===== src/hw/rtl/bre_pkg.sv =====
// ----------------------------------------------------------------------------
// bre_pkg
// Shared types and constants of the block reassembly flag extractor.
// ----------------------------------------------------------------------------
package bre_pkg;

	localparam int STAGE_DEPTH = 4096;
	localparam int DATA_DEPTH  = 65536;
	localparam int STAGE_AW    = $clog2(STAGE_DEPTH);
	localparam int DATA_AW     = $clog2(DATA_DEPTH);

	localparam logic [2:0] EV_STORED    = 3'd0;
	localparam logic [2:0] EV_SUM_BAD   = 3'd1;
	localparam logic [2:0] EV_BLOCK_OOR = 3'd2;
	localparam logic [2:0] EV_FLAG_WORD = 3'd3;
	localparam logic [2:0] EV_FLAG_OOR  = 3'd4;

	typedef struct packed {
		logic [7:0] in_byte;
		logic       first_of_file;
	} byte_beat_t;

	typedef struct packed {
		logic [2:0]  event_res;
		logic [15:0] flag_word;
		logic [15:0] item_index;
		logic        last;
	} res_beat_t;

	typedef enum logic [1:0] {
		CMD_NONE   = 2'd0,
		CMD_REPORT = 2'd1,
		CMD_COPY   = 2'd2,
		CMD_FLAG   = 2'd3
	} cmd_kind_t;

	typedef struct packed {
		cmd_kind_t             kind;
		logic                  clear;
		logic [2:0]            ev;
		logic [15:0]           index;
		logic                  last;
		logic [DATA_AW-1:0]    offset;
		logic [STAGE_AW:0]     length;
	} cmd_t;

	typedef struct packed {
		logic                en;
		logic [STAGE_AW-1:0] addr;
		logic [7:0]          data;
	} stage_wr_t;

endpackage


===== src/hw/rtl/bre_parser.sv =====
// ----------------------------------------------------------------------------
// bre_parser
// Byte-level file parser: header, block heads, payload checksum, trailer.
// ----------------------------------------------------------------------------
module bre_parser (
	input  logic               clk,
	input  logic               arst_n,
	input  logic               accept,
	input  bre_pkg::byte_beat_t beat,
	output bre_pkg::cmd_t      cmd,
	output bre_pkg::stage_wr_t stage_wr
);
	import bre_pkg::*;

	typedef enum logic [5:0] {
		PH_HEADER  = 6'b000001,
		PH_BHEAD   = 6'b000010,
		PH_PAYLOAD = 6'b000100,
		PH_FCOUNT  = 6'b001000,
		PH_FOFFSET = 6'b010000,
		PH_DONE    = 6'b100000
	} phase_t;

	phase_t      phase_q, ph;
	logic [15:0] cnt_q, c;
	logic [31:0] size_q, sz;
	logic [15:0] blocks_q, bl;
	logic [15:0] idx_q, ix;
	logic [31:0] boff_q, bo;
	logic [15:0] blen_q, ln;
	logic [15:0] ssum_q, ss;
	logic [15:0] rsum_q, rs;
	logic [7:0]  plow_q, pl;
	logic [15:0] flags_q, fl;
	logic [31:0] foff_q, fo;
	logic [32:0] lim;
	logic        fin;
	logic [7:0]  b;

	always_comb begin
		b  = beat.in_byte;
		ph = phase_q; c = cnt_q; sz = size_q; bl = blocks_q; ix = idx_q;
		bo = boff_q; ln = blen_q; ss = ssum_q; rs = rsum_q; pl = plow_q;
		fl = flags_q; fo = foff_q;
		if (beat.first_of_file) begin
			ph = PH_HEADER; c = '0; sz = '0; bl = '0; ix = '0; bo = '0; ln = '0;
			ss = '0; rs = '0; pl = '0; fl = '0; fo = '0;
		end
		lim = ({1'b0, sz} > 33'(DATA_DEPTH)) ? 33'(DATA_DEPTH) : {1'b0, sz};
		fin = 1'b0;
		cmd = '{kind: CMD_NONE, clear: beat.first_of_file, ev: EV_STORED,
			index: ix, last: 1'b0, offset: '0, length: '0};
		stage_wr = '{en: 1'b0, addr: c[STAGE_AW-1:0], data: b};

		case (ph)
			PH_HEADER: begin
				if (c >= 16'd8 && c <= 16'd11)
					sz = {sz[23:0], b};
				else if (c == 16'd12 || c == 16'd13)
					bl = {bl[7:0], b};
				if (c == 16'd15) begin
					c = '0;
					ix = '0;
					ph = (bl == 16'd0) ? PH_FCOUNT : PH_BHEAD;
				end else begin
					c = c + 16'd1;
				end
			end
			PH_BHEAD: begin
				if (c <= 16'd3)
					bo = (c == 16'd0) ? {24'h0, b} : {bo[23:0], b};
				else if (c == 16'd4)
					ss = {8'h0, b};
				else if (c == 16'd5)
					ss = {b, ss[7:0]};
				else if (c == 16'd6)
					ln = {8'h0, b};
				else
					ln = {ln[7:0], b};
				if (c == 16'd7) begin
					rs = '0;
					pl = '0;
					c = '0;
					if (ln == 16'd0)
						fin = 1'b1;
					else
						ph = PH_PAYLOAD;
				end else begin
					c = c + 16'd1;
				end
			end
			PH_PAYLOAD: begin
				stage_wr.en = accept && ({1'b0, c} < 17'(STAGE_DEPTH));
				if (c[0])
					rs = rs ^ {b, pl};
				else
					pl = b;
				if ({1'b0, c} + 17'd1 >= {1'b0, ln})
					fin = 1'b1;
				else
					c = c + 16'd1;
			end
			PH_FCOUNT: begin
				fl = (c == 16'd0) ? {8'h0, b} : {fl[7:0], b};
				if (c == 16'd1) begin
					c = '0;
					ix = '0;
					ph = (fl == 16'd0) ? PH_DONE : PH_FOFFSET;
				end else begin
					c = 16'd1;
				end
			end
			PH_FOFFSET: begin
				fo = (c == 16'd0) ? {24'h0, b} : {fo[23:0], b};
				if (c == 16'd3) begin
					cmd.index = ix;
					if ({1'b0, fo} + 33'd1 < lim) begin
						cmd.kind = CMD_FLAG;
						cmd.ev = EV_FLAG_WORD;
						cmd.offset = fo[DATA_AW-1:0];
					end else begin
						cmd.kind = CMD_REPORT;
						cmd.ev = EV_FLAG_OOR;
					end
					ix = ix + 16'd1;
					fl = fl - 16'd1;
					cmd.last = (fl == 16'd0);
					c = '0;
					if (fl == 16'd0)
						ph = PH_DONE;
				end else begin
					c = c + 16'd1;
				end
			end
			default: begin
			end
		endcase

		if (fin) begin
			if (ln[0])
				rs = rs ^ {8'h0, pl};
			cmd.index = ix;
			cmd.kind = CMD_REPORT;
			if (rs != ss) begin
				cmd.ev = EV_SUM_BAD;
			end else if ({1'b0, ln} > 17'(STAGE_DEPTH) ||
					({1'b0, bo} + {17'h0, ln}) > lim) begin
				cmd.ev = EV_BLOCK_OOR;
			end else begin
				cmd.ev = EV_STORED;
				if (ln != 16'd0) begin
					cmd.kind = CMD_COPY;
					cmd.offset = bo[DATA_AW-1:0];
					cmd.length = ln[STAGE_AW:0];
				end
			end
			ix = ix + 16'd1;
			bl = bl - 16'd1;
			c = '0;
			ph = (bl == 16'd0) ? PH_FCOUNT : PH_BHEAD;
		end
	end

	always_ff @(posedge clk or negedge arst_n) begin
		if (!arst_n) begin
			phase_q <= PH_HEADER; cnt_q <= '0; size_q <= '0; blocks_q <= '0;
			idx_q <= '0; boff_q <= '0; blen_q <= '0; ssum_q <= '0; rsum_q <= '0;
			plow_q <= '0; flags_q <= '0; foff_q <= '0;
		end else if (accept) begin
			phase_q <= ph; cnt_q <= c; size_q <= sz; blocks_q <= bl;
			idx_q <= ix; boff_q <= bo; blen_q <= ln; ssum_q <= ss; rsum_q <= rs;
			plow_q <= pl; flags_q <= fl; foff_q <= fo;
		end
	end

endmodule


===== config.mk =====
export PLATFORM = sky130hd
export DESIGN_NAME = bre_parser
export DESIGN_NICKNAME = d
export VERILOG_FILES = /design/src/hw/rtl/bre_pkg.sv /design/src/hw/rtl/bre_parser.sv
export SDC_FILE = /design/constraint.sdc
export NUM_CORES = 1
export LEC_CHECK = 0
export ABC_AREA = 1
export BUFFER_PORTS_ARGS = -buffer_cell sky130_fd_sc_hd__buf_2
export CAP_MARGIN = 20
export CORE_ASPECT_RATIO = 0.5
export CORE_MARGIN = 3
export CORE_UTILIZATION = 40
export DETAILED_ROUTE_END_ITERATION = 12
export HOLD_SLACK_MARGIN = 0.06
export SLEW_MARGIN = 20
export SYNTH_ARGS = -nofsm -noshare
export SYNTH_HDL_FRONTEND = slang
export SYNTH_SLANG_ARGS = --single-unit

===== constraint.sdc =====
create_clock -name clk -period 11 [get_ports clk]
set_clock_uncertainty 0.2 [all_clocks]
set_input_delay 2.2 -clock clk [delete_from_list [all_inputs] [get_ports clk]]
set_output_delay 2.2 -clock clk [all_outputs]
set_load 0.01 [all_outputs]

[Yosys cells after proc, flatten, opt, wreduce, memory -nomap -nowiden]
Cells that the tools add are included.
Operators by class
  eq/ne operators: 15
  $add $sub $neg: 8
  order comparisons: 9
  bitwise gates (word level): 2
  mux-type cells: 93
  reduce and logical (&&, ||, !) cells: 11
Operator list (count)
  2-to-1 mux 16 bit: 39
  2-to-1 mux 32 bit: 9
  2-to-1 mux 29 bit: 4
  zero test 16 bit: 6
  case mux 16 bit (5 select lines): 1
  2-to-1 mux 36 bit: 2
  equality test 16 x 3 -> 1 bit, second input constant: 4
  case mux 16 bit (2 select lines): 2
  2-to-1 mux 6 bit: 9
  adder 16 x 1 -> 16 bit, second input constant: 3
  equality test 16 x 4 -> 1 bit, second input constant: 3
  2-to-1 mux 24 bit: 2
  case mux 16 bit (3 select lines): 1
  adder 32 x 1 -> 33 bit, second input constant: 1
  adder 32 x 16 -> 33 bit: 1
  greater-than comparator 33 x 32 -> 1 bit: 1
  < comparator 33 x 32 -> 1 bit: 1
  greater-than comparator 32 x 17 -> 1 bit, second input constant: 1
  subtractor 16 x 1 -> 16 bit, second input constant: 2
  2-to-1 mux 8 bit: 3
  case mux 6 bit (4 select lines): 1
  2-to-1 mux 19 bit: 1
  2-to-1 mux 2 bit: 9
  adder 16 x 1 -> 17 bit, second input constant: 1
  24 further kinds: 31
Word-level totals
  bits in registers: 214
  output and inout bits: 73
  input bits: 12

[Longest topological paths before layout]
Gate-level depths: netlist of the first run.
  word-level depth: 15
  mapped depth: 50
  depth with buffers taken out: 43

[Least setup slack after synthesis of the first run]
Ideal clock, no wire load.
  kind: input-to-output
  from: in beat[0] (netlist bit)
  to: out cmd[50] (netlist bit)
  setup slack: 608 ps
  path buffers: 8
  stages: 45
  data arrival time: 7992 ps
  cell sequence: buf_2 buf_2 buf_2 buf_2 clkbuf_1 buf_1 nor2_1 inv_1 ha_1 nand3_1 nor2_2 nand2_4 nand4_1 nand3_1 nand2_1 buf_2 ha_1 inv_1 [... 9 more ...] xnor2_1 inv_1 ha_1 nand4_1 nor3_1 nand2_1 nand2_1 nand2_1 nand2_1 nand2_1 nand2_1 nand2_1 a21boi_0 a21oi_1 nand2_2 inv_4 buf_4 a31oi_1
RTL lines
  start: declaration: line bre_parser.sv:9  | input bre_pkg::byte_beat_t beat,
  end: declaration: line bre_parser.sv:10  | output bre_pkg::cmd_t cmd,

==> impl_metrics.csv, run 1 <==
group,metric,value,unit
status,status,"complete, no violations",
synth,muxShareOfSynthArea,0.0958,%
critical_path,rrSetupSlack,4660,ps
critical_path,reg2reg_to,"rsum_q[6]",
floorplan,rows,58,
finish,final_cell_area,0.0229,mm^2
route,vias_per_cell,5.49,
critical_path,cp-end-kind,"primary output",
timing,rsz0062_at_grt,"no",
global_routing,grt_antenna_before_repair,3,
critical_path,worstPathRequired,8600,ps
critical_path,cp-start-kind,"input pin",
global_routing,grt_max_degree,108,
floorplan,pin_count,85,
timing,fin_crit_sh,95.2,%
clocking,cts_tree,"built",
route,via_count,22900,
clocking,clock_path_buffers,3,
floorplan,dieArea,0.0552,mm^2
route,routedWlPerCell,18.7,um
min_path,hold_class,"reg -> reg",
finish,drive_above_1_share,6.71,%
timing,fmaxAchievable,0.0955,GHz
timing,fin_crit,10470,ps
flow_run,cap_violations,0,
critical_path,critical_path_class,"in -> out",
synth,yosys.area_share.simple,36.9,%
synth,ys_seq_area_share,25.6,%
clocking,clock-sinks,214,
synth,synth.avg_cell_area,6.11,um^2
global_routing,grtUsageMet1,42.8,%
placed_design,gp_congestion,1.01,
clocking,cts_buffers,26,
synth,yosysUniqueCellTypes,63,
min_path,whs_path_depth,2,
min_path,holdCritStartpoint,"ssum_q[3]",
critical_path,cp_common_cell,"nand2_1",
clocking,post-cts-setup-buffers,0,
critical_path,rr_startpoint,"cnt_q[0]",
synth,syn_inst,3422,
timing,relSlewSlack,33.6,%
timing,setup_viol_count_final,0,
synth,ys_warn_count,0,
route,drtAntennaViolNets,0,
global_routing,grt_use_met2,40.5,%
critical_path,crit_path_max_fanout,19,
placed_design,place_area,0.0220,mm^2
power_and_ir_drop,peakVddDrop,0.0862,mV
global_routing,top_usage_layer,"met1",
timing,drv_slew,0,
clocking,cts.hold.buffers_added,0,
global_routing,grt_pass1_vias,20900,
min_path,whs_endpoint,"ssum_q[3]",
global_routing,use_met3,4.39,%
floorplan,fp.coreArea,0.0509,mm^2
synth,ys_async_sr_fraction,100,%
floorplan,die_w,329,um
critical_path,worstRegToRegCells,27,
floorplan,initial_core_util,41.0,%
floorplan,die_height,168,um
placed_design,dp_hpwl,57500,um
power_and_ir_drop,leakage,11.6,nW
clocking,clk_pin_slew,60,ps
synth,synth-seq-cells,214,
clocking,htree_levels,1,
synth,synthXorXnorAreaFrac,3.81,%
timing,finalHoldViolCount,0,
route,drt_iter0_drc,2631,
finish,area_delta_synth_final,9.76,%
clocking,worstSkewPairLatency,580,ps
critical_path,cp_slowest_cell,"a21oi_2",
finish,nets,3573,
synth,syn_area,0.0209,mm^2
route,drc,0,
power_and_ir_drop,p_per_area,178,mW/mm^2
critical_path,max_stage_delay,370,ps
route,drt_wl_total,77800,um
synth,synth_fa_ha_area_share,6.44,%
route,drt_first_pass_iters,6,
synth,synth-edff-count,0,
synth,synth_flop_cell,"dfrtp_1",
timing,worstMarginPinSlew,996,ps
placed_design,port_buffers,84,
synth,synth_top_family_by_area,"simple AND/OR/NAND/NOR gates",
global_routing,gr-usage-all-layers,27.8,%
synth,synth_compound_area_share,15.3,%
global_routing,grt_pass1_wl,122000,um
global_routing,grt-ovfl-total,0,
critical_path,arrival,8070,ps
clocking,cts_root_buffer,"clkbuf_16",
timing,finalSetupTns,0,ps
power_and_ir_drop,finalPower,4.08,mW
[metal layers]
| metal | part of all wire [%] | routed length, um |
|---|---|---|
| met2 | 40 | 31500 |
| met4 | 1.7 | 1340 |
| met5 | 0.032 | 25 |
| met1 | 49 | 38300 |
| met3 | 8.6 | 6700 |
[kinds of logic (layout without fill, tap and decap cells)]
logic type               Yosys count  in the layout
AND/OR/NAND/NOR                 1817           1817
buffers and inverters            610            632
AO/OA/AOI/OAI                    580            580
flip-flops                       214            214
adder cells (fa/ha/maj)          107            107
XOR/XNOR                          91             91
multiplexers                       2              2
other                              1             31
[where the power goes]
group	internal, mW	switching [mW]
clock network	0.590	0.398
registers	0.920	0.0783
logic	0.591	1.50
total	2.10	1.98
[critical path: cells and delay by family]
family / cells / cell delay [ps]
AO/OA/AOI/OAI: 3 / 600
XOR/XNOR: 1 / 280
adder cells (fa/ha/maj): 3 / 900
buffers and inverters: 6 / 910
AND/OR/NAND/NOR: 27 / 3150
[state kept, by name, summed over array words and instances, names as in the netlist]
name      cells
plow_q        8
size_q       32
ssum_q       16
flags_q      16
rsum_q       16
idx_q        16
blen_q       16
foff_q       24
blocks_q     16
boff_q       32
cnt_q        16
phase_q       6
[worst max-delay path by stage]
stage / end / depth (start not counted) / startpoint / slack, ps
final: cmd[10] / 40 / beat[0] / 530
after global routing: cmd[8] / 40 / beat[0] / 40
after CTS: cmd[21] / 38 / beat[0] / 380
after detailed placement: cmd[21] / 38 / beat[0] / 400
after global placement: cmd[23] / 38 / beat[0] / 480
after floorplan: cmd[50] / 45 / beat[0] / 610
[metrics by stage]
stage	cells	hold slack [ps]	setup slack [ps]	util, %
floorplan	3451	249	608	-
global route	4163	304	40.1	45.0
finish	4164	281	532	45.0
CTS	4163	282	378	45.0
detailed placement	4116	265	396	43.1
global placement	4115	263	478	43.1
[cell usage in the layout, fill, tap and decap left out, types with 9 or more instances in the layout]
master     Yosys  routed
nand3_1      256     256
o21ai_0      325     325
buf_2         32      82
ha_1         106     106
nor2_1       389     388
nor3_1        46      46
o22ai_1       23      23
a31oi_1       13      13
nand2_1      966     966
dfrtp_1      213     213
buf_4         23      53
inv_1        434     434
xor2_1        70      70
clkbuf_16      0      26
nand4_1       94      94
xnor2_1       21      21
nor4_1        21      19
conb_1         1      30
o211ai_1      13      13
a21oi_1      134     133
o221ai_1      19      19
nor2_2         8       9
[repair_timing]
action | in CTS | in global routing
endpoints found under the setup margin | 0 | 31
hold endpoints to repair | 0 | 0
gates resized for setup | 0 | 4
[area by class of cell]
cell class	instances	area (um^2)
multi-input cells	2627	13200
inverters	449	1700
clock inverters	14	213
diodes	1	2.50
fillers	5548	28000
clock buffers	33	737
repair buffers	136	823
flip-flops and latches	214	5360
well taps	690	863
[cell usage after synthesis, types with 8 or more instances]
cell / count / share of area (%)
o211ai_1: 13 / 0.47
nor3_1: 46 / 1.1
a31oi_1: 13 / 0.39
o21ai_0: 325 / 7.8
a21oi_1: 134 / 3.2
o221ai_1: 19 / 0.80
o22ai_1: 23 / 0.69
buf_4: 23 / 0.83
nand2_2: 10 / 0.30
nand3_1: 256 / 6.1
nor4_1: 21 / 0.63
xnor2_1: 21 / 0.88
buf_1: 20 / 0.36
buf_2: 32 / 0.77
ha_1: 106 / 6.3
dfrtp_1: 213 / 26
clkbuf_1: 81 / 1.5
xor2_1: 70 / 2.9
nand4_1: 94 / 2.8
inv_2: 8 / 0.14
nand2_1: 966 / 17
nor2_1: 389 / 7.0
inv_1: 434 / 7.8
a22oi_1: 8 / 0.29
nor2_2: 8 / 0.24
No activity file was read; power rests on OpenSTA's default activity.
==> inputs of run 2 (changes only) <==
--- a/config.mk
+++ b/config.mk
@@ -6,7 +6,7 @@
 export NUM_CORES = 1
 export LEC_CHECK = 0
 export ABC_AREA = 1
-export BUFFER_PORTS_ARGS = -buffer_cell sky130_fd_sc_hd__buf_2
+export BUFFER_PORTS_ARGS = -buffer_cell sky130_fd_sc_hd__buf_4
 export CAP_MARGIN = 20
 export CORE_ASPECT_RATIO = 0.5
 export CORE_MARGIN = 3
==> impl_metrics.csv, run 2 (synthesis gave the netlist of run 1 again) <==
group,metric,value,unit
critical_path,cp_common_cell,"nand2_1",
timing,worstMarginPinSlew,1210,ps
global_routing,grt_pass1_vias,20800,
status,status,"complete, no violations",
critical_path,path_delay_family,"simple AND/OR/NAND/NOR gates",
route,drt_first_pass_iters,6,
global_routing,grt_max_degree,107,
placed_design,dp_hpwl,57600,um
finish,nets,3575,
critical_path,arrival,8090,ps
finish,mostFrequentLayoutCell,"nand2_1",
floorplan,fp.coreArea,0.0509,mm^2
flow_run,cap_violations,0,
timing,fmaxAchievable,0.0953,GHz
clocking,worstSkewPairLatency,570,ps
global_routing,grt-ovfl-total,0,
timing,rsz0062_at_grt,"no",
power_and_ir_drop,peakVddDrop,0.115,mV
timing,finalSetupTns,0,ps
finish,reg_top3,"boff_q (32), size_q (32), foff_q (24)",
route,routedWlPerCell,18.6,um
timing,whs,283,ps
finish,final_cell_mix,"nand2_1 (966), inv_1 (434), nor2_1 (388), o21ai_0 (319), nand3_1 (256)",
floorplan,initial_core_util,41.0,%
floorplan,die_height,168,um
timing,relSlewSlack,18.4,%
route,drtAntennaViolNets,0,
critical_path,cp-end-kind,"primary output",
finish,drive_above_1_share,6.76,%
critical_path,critical_path_class,"in -> out",
critical_path,cp_slowest_cell,"ha_1",
timing,fin_crit_sh,95.3,%
clocking,cts_root_buffer,"clkbuf_16",
critical_path,worstPathRequired,8600,ps
global_routing,grt_pass1_wl,122000,um
floorplan,pin_count,85,
clocking,cts_tree,"built",
finish,area_delta_synth_final,10.5,%
route,drt_iter0_drc,2648,
clocking,cts.hold.buffers_added,0,
critical_path,max_stage_delay,410,ps
placed_design,dp.cells,4115,
power_and_ir_drop,p_per_area,175,mW/mm^2
global_routing,grt_antenna_before_repair,7,
placed_design,place_ws,524,ps
power_and_ir_drop,leakage,11.6,nW
timing,setup_ws,512,ps
finish,post-route-util,45.3,%
clocking,htree_levels,1,
critical_path,cp-start-kind,"input pin",
finish,final_cell_area,0.0231,mm^2
global_routing,gr-usage-all-layers,27.8,%
timing,fin_crit,10490,ps
critical_path,crit_path_max_fanout,23,
route,via_count,22900,
finish,fill_cells,5460,
route,vias_per_cell,5.50,
critical_path,critical_path_buf_inv_count,6,
min_path,hold_class,"reg -> reg",
clocking,clk_pin_slew,60,ps
floorplan,die_w,329,um
clocking,clock_path_buffers,3,
floorplan,dieArea,0.0552,mm^2
clocking,clock-sinks,214,
floorplan,rows,58,
placed_design,gp_congestion,1.01,
route,drt_wl_total,77500,um
finish,instances_no_fill,4166,
placed_design,port_buffers,84,
power_and_ir_drop,finalPower,4.04,mW
timing,drv_slew,0,
timing,finalHoldViolCount,0,
clocking,cts_buffers,25,
placed_design,place_area,0.0222,mm^2
route,drc,0,
timing,setup_viol_count_final,0,
==> run 2: changes by cell type in the layout (fill, tap and decap cells not counted), moves of 2 or more <==
cell       previous run  this run
buf_4                53       138
buf_2                82         0
o21ai_0             325       319
o21ai_1               3         9
bufinv_16             5         3
nor4_2                1         3
==> run 2: worst reg2reg max path: stages (launching register included) <==
cell      delay, ps
dfrtp_1         660
inv_1           150
nor2_2          240
buf_4           290
ha_1            330
nand4_1         170
nor2_1          170
nand2_1         120
nor2_2          140
nand3_1         150
xor2_1          280
inv_1            70
ha_1            290
nand2_1         110
nor2_1           60
a211oi_1        170
a21oi_1          90
o21ai_0         150
nand2_1         150
nand2_1         300
nand2_1          90
buf_4           230
nand2_1         100
buf_4           310
clkinv_1        780
nand3_1         260
o221ai_1        140
==> run 2: report_power, final <==
part / internal, mW / switching [mW]
Sequential: 0.920 / 0.0775
Clock: 0.536 / 0.388
Combinational: 0.610 / 1.51
Total: 2.07 / 1.97
==> run 2: worst paths after layout <==
path                            from          end  slack (ps)  depth (start not counted)
min reg2reg                idx_q[11]    idx_q[11]         280                          2
max                          beat[0]      cmd[13]         510                         40
max in group asynchronous     arst_n  blocks_q[0]        7520                          2
min                        idx_q[11]    idx_q[11]         280                          2
min in group asynchronous     arst_n    rsum_q[5]        1430                          1
max reg2reg                 cnt_q[0]    rsum_q[2]        4650                         26
==> run 2: cell type report <==
type / instances / area (um^2) / share of cell area [%]
antenna: 1 / 2.50 / 0.0108
clock buffer: 34 / 729 / 3.16
tap: 690 / 863 / 3.74
timing repair buffer: 139 / 1050 / 4.55
inverter: 449 / 1700 / 7.36
multi-input combinational: 2627 / 13200 / 57.3
clock inverter: 12 / 149 / 0.645
sequential: 214 / 5360 / 23.2
==> run 2: repair_timing <==
action | CTS | global route
endpoints found under the setup margin | 0 | 30
buffers inserted | 0 | 4
gates resized for setup | 0 | 8
==> run 2: per-layer routing <==
metal	global-route usage, %	wire [um]	vias to the layer above
li1	-	-	11200
met1	42.9	37700	10700
met2	40.0	31300	870
met3	4.92	6770	112
met4	5.61	1580	6
met5	0	37	-
==> inputs of run 3 (changes only) <==
--- a/config.mk
+++ b/config.mk
@@ -10,9 +10,10 @@
 export CAP_MARGIN = 20
 export CORE_ASPECT_RATIO = 0.5
 export CORE_MARGIN = 3
-export CORE_UTILIZATION = 40
+export CORE_UTILIZATION = 60
 export DETAILED_ROUTE_END_ITERATION = 12
 export HOLD_SLACK_MARGIN = 0.06
+export PLACE_DENSITY = 0.78
 export SLEW_MARGIN = 20
 export SYNTH_ARGS = -nofsm -noshare
 export SYNTH_HDL_FRONTEND = slang
==> impl_metrics.csv, run 3 (synthesis gave the netlist of run 1 again) <==
group,metric,value,unit
status,status,"complete, no violations",
critical_path,crit_path_max_fanout,19,
clocking,htree_levels,1,
critical_path,reg2reg_to,"rsum_q[6]",
critical_path,rr_startpoint,"cnt_q[0]",
route,routedWlPerCell,18.9,um
critical_path,max_stage_delay,420,ps
critical_path,worstRegToRegCells,26,
route,drt_wl_total,74200,um
critical_path,cp-end-kind,"primary output",
global_routing,grt-ovfl-total,0,
critical_path,rrSetupSlack,4720,ps
finish,final_cell_mix,"nand2_1 (966), inv_1 (433), nor2_1 (388), o21ai_0 (324), nand3_1 (256)",
route,drt_iter0_drc,2883,
route,drt_first_pass_iters,9,
finish,fill_cells,3192,
clocking,cts_buffers,23,
floorplan,rows,47,
critical_path,arrival,8170,ps
finish,area_delta_synth_final,8.22,%
timing,fmaxAchievable,0.0946,GHz
timing,fin_crit_sh,96.1,%
clocking,clock-sinks,214,
critical_path,cp-start-kind,"input pin",
timing,drv_slew,0,
global_routing,grt_pass1_vias,21000,
critical_path,worstPathRequired,8600,ps
timing,setup_ws,425,ps
floorplan,die_height,138,um
global_routing,grt_antenna_before_repair,4,
timing,worstMarginPinSlew,1180,ps
timing,whs,284,ps
critical_path,critical_path_class,"in -> out",
floorplan,fp.coreArea,0.0337,mm^2
finish,multi_input_area,0.0132,mm^2
global_routing,grt_max_degree,94,
critical_path,endpoint,"cmd[9]",
finish,drive_above_1_share,6.32,%
clocking,cts.hold.buffers_added,0,
min_path,hold_class,"reg -> reg",
power_and_ir_drop,leakage,11.4,nW
clocking,cts_root_buffer,"clkbuf_16",
timing,fin_crit,10570,ps
power_and_ir_drop,p_per_area,172,mW/mm^2
placed_design,place_area,0.0218,mm^2
flow_run,cap_violations,0,
placed_design,place_ws,320,ps
timing,relSlewSlack,20.8,%
finish,mostFrequentLayoutCell,"nand2_1",
route,drtAntennaViolNets,0,
critical_path,cp_common_cell,"nand2_1",
clocking,cts_tree,"built",
timing,finalHoldViolCount,0,
critical_path,cp-startpoint,"beat[0]",
timing,setup_viol_count_final,0,
clocking,clk_pin_slew,60,ps
clocking,clock_path_buffers,3,
floorplan,pin_count,85,
global_routing,grt_pass1_wl,116000,um
clocking,worstSkewPairLatency,560,ps
power_and_ir_drop,peakVddDrop,0.193,mV
floorplan,die_w,270,um
placed_design,gp_congestion,1.08,
floorplan,initial_core_util,62.0,%
route,drc,0,
floorplan,dieArea,0.0372,mm^2
timing,finalSetupTns,0,ps
finish,reg_top3,"boff_q (32), size_q (32), foff_q (24)",
critical_path,cp_slowest_cell,"ha_1",
finish,nets,3566,
route,vias_per_cell,5.99,
timing,rsz0062_at_grt,"no",
finish,regArea,0.00536,mm^2
global_routing,gr-usage-all-layers,39.0,%
placed_design,dp_hpwl,53900,um
finish,final_cell_area,0.0226,mm^2
placed_design,port_buffers,84,
route,via_count,23500,
run 3: through the flow:
stage | power [mW] | cells | util (%)
6_report | 3.89 | 3930 | 67.1
3_5_place_dp | 2.99 | 3880 | 64.7
4_1_cts | 3.78 | 3921 | 66.8
5_1_grt | 4.16 | 3928 | 67.1
3_3_place_gp | 2.96 | 3880 | 64.7
2_1_floorplan | 2.45 | 3451 | -
run 3: area by class of cell:
class	count	area share (%)
multi-input cells	2628	58.6
flip-flops and latches	214	23.7
inverters	449	7.53
repair buffers	131	4.45
clock buffers	35	3.01
well taps	465	2.57
clock inverters	6	0.160
diodes	2	0.0221
run 3: metal layers:
metal | up-vias | GRT usage, % | share of wire, %
li1 | 11200 | - | -
met1 | 10800 | 54.3 | 42
met2 | 1321 | 59.9 | 42
met3 | 211 | 9.11 | 12
met4 | 2 | 13.5 | 3.8
met5 | - | 0 | 0.018
run 3: how the worst min path moves through the flow:
stage | from | endpoint | slack [ps] | depth (start not counted)
finish | idx_q[15] | idx_q[15] | 280 | 2
global route | rsum_q[11] | rsum_q[11] | 300 | 2
CTS | idx_q[10] | idx_q[10] | 290 | 2
detailed placement | idx_q[11] | idx_q[11] | 270 | 2
global placement | size_q[24] | size_q[24] | 260 | 2
floorplan | idx_q[11] | idx_q[11] | 250 | 2
run 3: power breakdown:
group          internal [mW]  switching, mW
Clock                  0.427          0.368
Sequential             0.920         0.0805
Combinational          0.611           1.49
Total                   1.96           1.93
run 3: critical path, delay by kind of cell:
| kind | cells | cell delay, ps |
|---|---|---|
| AO/OA/AOI/OAI | 5 | 950 |
| buffers and inverters | 8 | 1050 |
| AND/OR/NAND/NOR | 17 | 2730 |
| XOR/XNOR | 1 | 250 |
| adder cells (fa/ha/maj) | 3 | 970 |
run 3: timing repair:
action                     4_1_cts  5_1_grt
gates resized for setup          0        8
buffers inserted                 0        5
setup endpoints to repair        0       32
